[src/hdl/arlz_pkg.sv]
// Shared types, codes and constants of the adaptive range LZ decompressor.
`default_nettype none
package arlz_pkg;

  localparam int unsigned NUM_PROBS   = 385;
  localparam int unsigned CODER_W     = 20;
  localparam int unsigned CTX_W       = 9;
  localparam logic [8:0]  CTX_FLAG    = 9'd0;
  localparam logic [8:0]  CTX_REP     = 9'd256;
  localparam logic [8:0]  CTX_OFFSET  = 9'd257;
  localparam logic [8:0]  CTX_LENGTH  = 9'd321;
  localparam logic [7:0]  PROB_INIT   = 8'd128;

  localparam logic [2:0] STS_NEED     = 3'd0;
  localparam logic [2:0] STS_MORE     = 3'd1;
  localparam logic [2:0] STS_FINISHED = 3'd2;
  localparam logic [2:0] STS_ERROR    = 3'd3;
  localparam logic [2:0] STS_REJECTED = 3'd4;

  typedef struct packed {
    logic       cmd;
    logic [7:0] in_byte;
  } in_item_t;

  typedef struct packed {
    logic [7:0] out_byte;
    logic       byte_valid;
    logic       last;
    logic [2:0] status;
  } out_item_t;

  typedef enum logic [2:0] {
    PH_FLAG     = 3'd0,
    PH_REP      = 3'd1,
    PH_LIT      = 3'd2,
    PH_OFS_FLAG = 3'd3,
    PH_OFS_BIT  = 3'd4,
    PH_LEN_FLAG = 3'd5,
    PH_LEN_BIT  = 3'd6,
    PH_DONE     = 3'd7
  } phase_t;

  typedef enum logic [3:0] {
    ST_CLEAR,
    ST_IDLE,
    ST_EVAL,
    ST_BIT_RD,
    ST_BIT_EX,
    ST_CP_RD,
    ST_CP_EX,
    ST_FIN,
    ST_OUT
  } state_t;

  typedef struct packed {
    logic clr;
    logic shift;
    logic n_clr;
    logic reject;
    logic bit_rd;
    logic bit_ex;
    logic cp_rd;
    logic cp_ex;
    logic fin;
    logic out_adv;
  } dp_cmd_t;

  typedef struct packed {
    logic       clr_last;
    logic [2:0] st_code;
    logic       stop;
    logic       copy_pend;
    logic       coder_ge;
    logic       out_last;
  } dp_sts_t;

endpackage
`default_nettype wire

[src/hdl/arlz_ctrl.sv]
// Controller: sequences clearing, bit decodes, match copies and result emission.
`default_nettype none
module arlz_ctrl (
  input  wire logic              clk,
  input  wire logic              rst_n,
  input  wire logic              in_valid,
  input  wire logic              in_cmd,
  input  wire logic              out_stall,
  input  wire arlz_pkg::dp_sts_t sts,
  output logic                   in_stall,
  output logic                   out_valid,
  output arlz_pkg::dp_cmd_t      cmd
);
  import arlz_pkg::*;

  state_t state_r, state_nxt;

  always_ff @(posedge clk) begin
    if (!rst_n) begin
      state_r <= ST_CLEAR;
    end else begin
      state_r <= state_nxt;
    end
  end

  always_comb begin
    state_nxt = state_r;
    cmd       = '0;
    case (state_r)
      ST_CLEAR: begin
        cmd.clr = 1'b1;
        if (sts.clr_last) state_nxt = ST_IDLE;
      end
      ST_IDLE: begin
        if (in_valid) begin
          if (!in_cmd && (sts.st_code != STS_NEED)) begin
            cmd.reject = 1'b1;
            state_nxt  = ST_OUT;
          end else begin
            cmd.shift = !in_cmd;
            cmd.n_clr = 1'b1;
            state_nxt = ST_EVAL;
          end
        end
      end
      ST_EVAL: begin
        if (sts.stop) begin
          state_nxt = ST_FIN;
        end else if (sts.copy_pend) begin
          state_nxt = ST_CP_RD;
        end else if (!sts.coder_ge) begin
          state_nxt = ST_FIN;
        end else begin
          state_nxt = ST_BIT_RD;
        end
      end
      ST_BIT_RD: begin
        cmd.bit_rd = 1'b1;
        state_nxt  = ST_BIT_EX;
      end
      ST_BIT_EX: begin
        cmd.bit_ex = 1'b1;
        state_nxt  = ST_EVAL;
      end
      ST_CP_RD: begin
        cmd.cp_rd = 1'b1;
        state_nxt = ST_CP_EX;
      end
      ST_CP_EX: begin
        cmd.cp_ex = 1'b1;
        state_nxt = ST_EVAL;
      end
      ST_FIN: begin
        cmd.fin   = 1'b1;
        state_nxt = ST_OUT;
      end
      ST_OUT: begin
        if (!out_stall) begin
          if (sts.out_last) begin
            state_nxt = ST_IDLE;
          end else begin
            cmd.out_adv = 1'b1;
          end
        end
      end
      default: state_nxt = ST_IDLE;
    endcase
  end

  assign in_stall  = (state_r != ST_IDLE);
  assign out_valid = (state_r == ST_OUT);

endmodule
`default_nettype wire

[config.mk]
export PLATFORM = sky130hd
export DESIGN_NAME = arlz_ctrl
export DESIGN_NICKNAME = d
export VERILOG_FILES = /design/src/hdl/arlz_pkg.sv /design/src/hdl/arlz_ctrl.sv
export SDC_FILE = /design/constraint.sdc
export NUM_CORES = 1
export LEC_CHECK = 0
export BUFFER_PORTS_ARGS = -buffer_cell sky130_fd_sc_hd__buf_2
export CAP_MARGIN = 10
export CORE_AREA = 2 2 39 41
export DETAILED_ROUTE_END_ITERATION = 8
export DIE_AREA = 0 0 41 43
export SKIP_CTS_REPAIR_TIMING = 1
export SYNTH_ARGS = -nofsm -noshare
export SYNTH_HDL_FRONTEND = slang
export SYNTH_SLANG_ARGS = --single-unit
[constraint.sdc]
create_clock -name clk -period 3.16 [get_ports clk]
set_input_delay 0.316 -clock clk [delete_from_list [all_inputs] [get_ports clk]]
set_output_delay 0.316 -clock clk [all_outputs]
set_load 0.05 [all_outputs]
# Yosys cells after proc, flatten, opt, wreduce, memory -nomap -nowiden
# Cells that the tools add are included.
[word_totals]
in_bits = 13
register_bits = 4
out_inout_bits = 12
wordCells = 42
[op_classes]
eq_ne = 13
mux = 22
n_reduce_logical = 6
[ops]
columns = ["op", "n"]
rows = [
  ["4-bit case mux with 8 select lines", 1],
  ["4-bit two-way mux", 7],
  ["4-bit by 3-bit == test with 1-bit output (second input constant)", 4],
  ["1-bit two-way mux", 10],
  ["3-bit two-way mux", 3],
  ["4-bit by 2-bit == test with 1-bit output (second input constant)", 2],
  ["2-bit != test (second input constant)", 4],
  ["4-bit by 1-bit == test with 1-bit output (second input constant)", 1],
  ["4-bit == test (second input constant)", 1],
  ["4-bit zero test", 1],
  ["4-bit by 1-bit != test with 1-bit output (second input constant)", 1],
  ["4-bit AND reduction", 1],
  ["3-bit nonzero test", 1],
  ["2-bit two-way mux", 1],
  ["2-bit OR reduction", 1],
  ["1-bit logical AND", 1],
  ["1-bit zero test", 1],
]

# Depth between registers and ports, before layout
[logic_depth]
word_depth = 5
mapped_depth = 6

# Worst setup path after synthesis
# Ideal clock, no wire load.
[synth_path]
path_kind = "flip-flop to output port"
from = "reg state_r[1]"
to = "out cmd[0] (netlist name)"
t_required_ns = 2.844
path_slack_ns = 0.425
path_stages_with_launch = 4
arrival_time_ns = 2.419
path_cell_list = "dfxtp_1 buf_6 nor4b_4 nor3b_1"
[synth_rtl]
columns = ["item", "line", "source"]
rows = [
  ["start: declaration", "arlz_ctrl.sv:16", "state_t state_r, state_nxt;"],
  ["start signal: assignment", "arlz_ctrl.sv:22", "state_r <= state_nxt;"],
  ["end: declaration", "arlz_ctrl.sv:12", "output arlz_pkg::dp_cmd_t cmd"],
]

==> results.yml <==
logic_synthesis:
  ys_ff_latch: 4
  yosysWarningCount: 0
  synth.top_cell.area_share: 0.203
  synth_async_sr_flop_share: 0
  postSynthCellCount: 52
  mappedNetlistArea_um2: 394
  synthesis.area_per_instance_um2: 7.58
  synthDistinctLibCells: 25
  ys_dominant_reg_cell: "dfxtp_1"
  synth.largest_area_cell: "dfxtp_1"
  mappedNetlistNets: 65
  yosys.cell_count.top_type: "nor2_1"
  yosys-top-cells-count: "nor2_1, a21oi_1, dfxtp_1, nor3_1, nor3b_1"
  synth_sequential_area_ratio: 0.203
  synth_edf_count: 0
  synth_area_leaders: "dfxtp_1, nor2_1, nor3b_1"
setup_path:
  criticalPathCategory: "register to primary output"
  cp_data_arrival_time_ps: 1720
  critical_path_buf_inv_count: 1
  slowest_delay_ps: 580
  cell_by_cell_listing_of_the_critical_path: "nand2b_4 > nor3_4 > nand2_1 > nor3b_1 > buf_2"
  critical_path_s_slowest_cell: "dfxtp_1"
  critical-path-top-delay-family: "simple AND/OR/NAND/NOR gates"
  startpoint_type_of_the_worst_setup_path: "register"
  cp.required_ps: 2840
  timing.critical_path.fanout_max: 10
  setup.worst_path.end_class: "primary output"
floorplan:
  floorplan.initialDensity: 0.285
  ios: 25
  std_cell_rows: 14
  die_footprint_um2: 1760
  core_area_um2: 1380
  dieHeight_um: 43
  die_width_um: 41
hold_path:
  hold_class: "primary input to register"
placement:
  io_buffers: 24
  placed_wire_length_estimate_um: 754
  gp_routability_congestion: 0.731
sta:
  timing_worst_slew_pin_value_ps: 468
  unrepaired_setup_endpoints_after_global_routing: "false"
  timing.final.setup_violations: 0
  timing.final.crit_share: 0.644
  maxClockFrequency_mhz: 492
  final_hold_slack_ps: 337
  timing.final.max_slew_violations: 0
  hold_viol_final: 0
  relative_slew_slack: 0.688
  setup_total_negative_slack_ps: 0
  timing.final.crit_period_ps: 2030
  skew_ps: 5.18
power_and_ir_drop:
  power_density_nw_per_um2: 341
  p_leak_nw: 0.249
  power.ir.vdd_worst_mv: 0.128
drt:
  drt-met1-wl_um: 440
  drtAntennaViolNets: 0
  drtIter0Drc: 7
  wl_met2_um: 455
  detail_route.vias_per_cell: 4.80
  finalWirelength_um: 946
  detailedRoute.firstPassIterationCount: 4
  route.top_layer_used: "met3"
  dr_total_vias: 437
  route.detailed.drc: 0
  post_drt_wl_per_cell_um: 10.4
  dr_wl_met3_um: 50
clocking:
  ctsLongestPathBuffers: 2
  clock_tree_from_tritoncts: "built"
  cts.sink_count: 4
  register_clock_pin_slew_on_the_reported_worst_setup_and_hold_paths_ps: 30
  cts_htree_levels: 1
  cts-buffers-inserted: 3
  clock_insertion_delay_worst_skew_ps: 230
  root_buffer: "clkbuf_4"
layout:
  largestRegisters: "state_r x4"
  area_growth_pct: 32.4
  register_ranked_first_by_flip_flop_count: "state_r"
  final_nets: 90
  largest_reg_flops: 4
  drive_gt1_frac: 0.440
  num_antenna_cells: 0
status:
  outcome: "completed"
global_routing:
  globalRouteOverflowTotal: 0
  global_route.usage.total: 0.110
  number_of_global_route_vias_before_repair: 328
  antenna_violations_before_repair: 0
  largest_net_degree_at_the_start_of_global_routing: 13
  grt_first_pass_wirelength_um: 1300
job:
  maxCapViolCount: 0
==> report_power, final <==
part | internal, W | switching (W)
clock | 0.0000424 | 0.0000199
combinational | 0.0000206 | 0.0000350
sequential | 0.0000529 | 0.00000726
total | 0.000116 | 0.0000621
==> through the flow <==
step                      worst slack (ps)  power [W]  std cells  cell area [um2]  utilization
after global placement                1450   0.000116         88              499        0.361
after floorplan                        425   0.000103         52              394            -
after detailed placement              1360   0.000117         88              499        0.361
after CTS                             1110   0.000180         91              522        0.377
after global routing                  1000   0.000193         91              522        0.377
final                                 1130   0.000178         91              522        0.377
==> area by class of cell <==
type	count	area [um2]
Tap cell	16	20.0
Fill cell	154	862
Multi-Input combinational cell	41	268
Sequential cell	4	80.1
Timing Repair Buffer	24	120
Inverter	3	11.3
Clock buffer	3	22.5
==> tightest hold or removal path: stages <==
cell and delay [ps]:
buf_2 110, o41ai_1 50, nor2_1 40
==> cells by family after synthesis <==
logic type / count (synthesis) / share of synthesized area
AO/OA/AOI/OAI: 13 / 0.210
buffers and inverters: 7 / 0.117
flip-flops: 4 / 0.203
AND/OR/NAND/NOR: 28 / 0.470
==> final timing paths <==
path	start	endpoint	slack (ps)	cells after the start
setup / recovery	state_r[0]	cmd[8]	1130	5
hold / removal	rst_n	state_r[0]	340	3
setup reg to reg	state_r[0]	state_r[1]	1800	5
hold reg to reg	state_r[3]	state_r[0]	690	2
==> layer usage <==
layer	vias to the layer above	track usage
li1	231	-
met1	191	0.129
met2	15	0.163
met3	0	0.0471
met4	0	0.0600
met5	-	0
==> layout by cell type, fill, tap and decap left out <==
master	synthesis	routed
a211o_2	1	1
a21o_1	1	1
a21o_2	1	1
a21oi_1	5	5
a31oi_1	1	1
and4b_1	1	1
buf_2	1	24
clkbuf_4	0	3
dfxtp_1	4	4
inv_1	2	2
inv_2	1	1
nand2_1	3	3
nand2b_1	3	3
nand2b_4	1	1
nand3_1	1	1
nor2_1	8	8
nor3_1	4	4
nor3_4	1	1
nor3b_1	4	4
nor4_1	1	1
nor4b_4	1	1
o21ai_0	2	2
o22ai_1	1	1
o41ai_1	1	1
No activity file was read; power rests on OpenSTA's default activity.
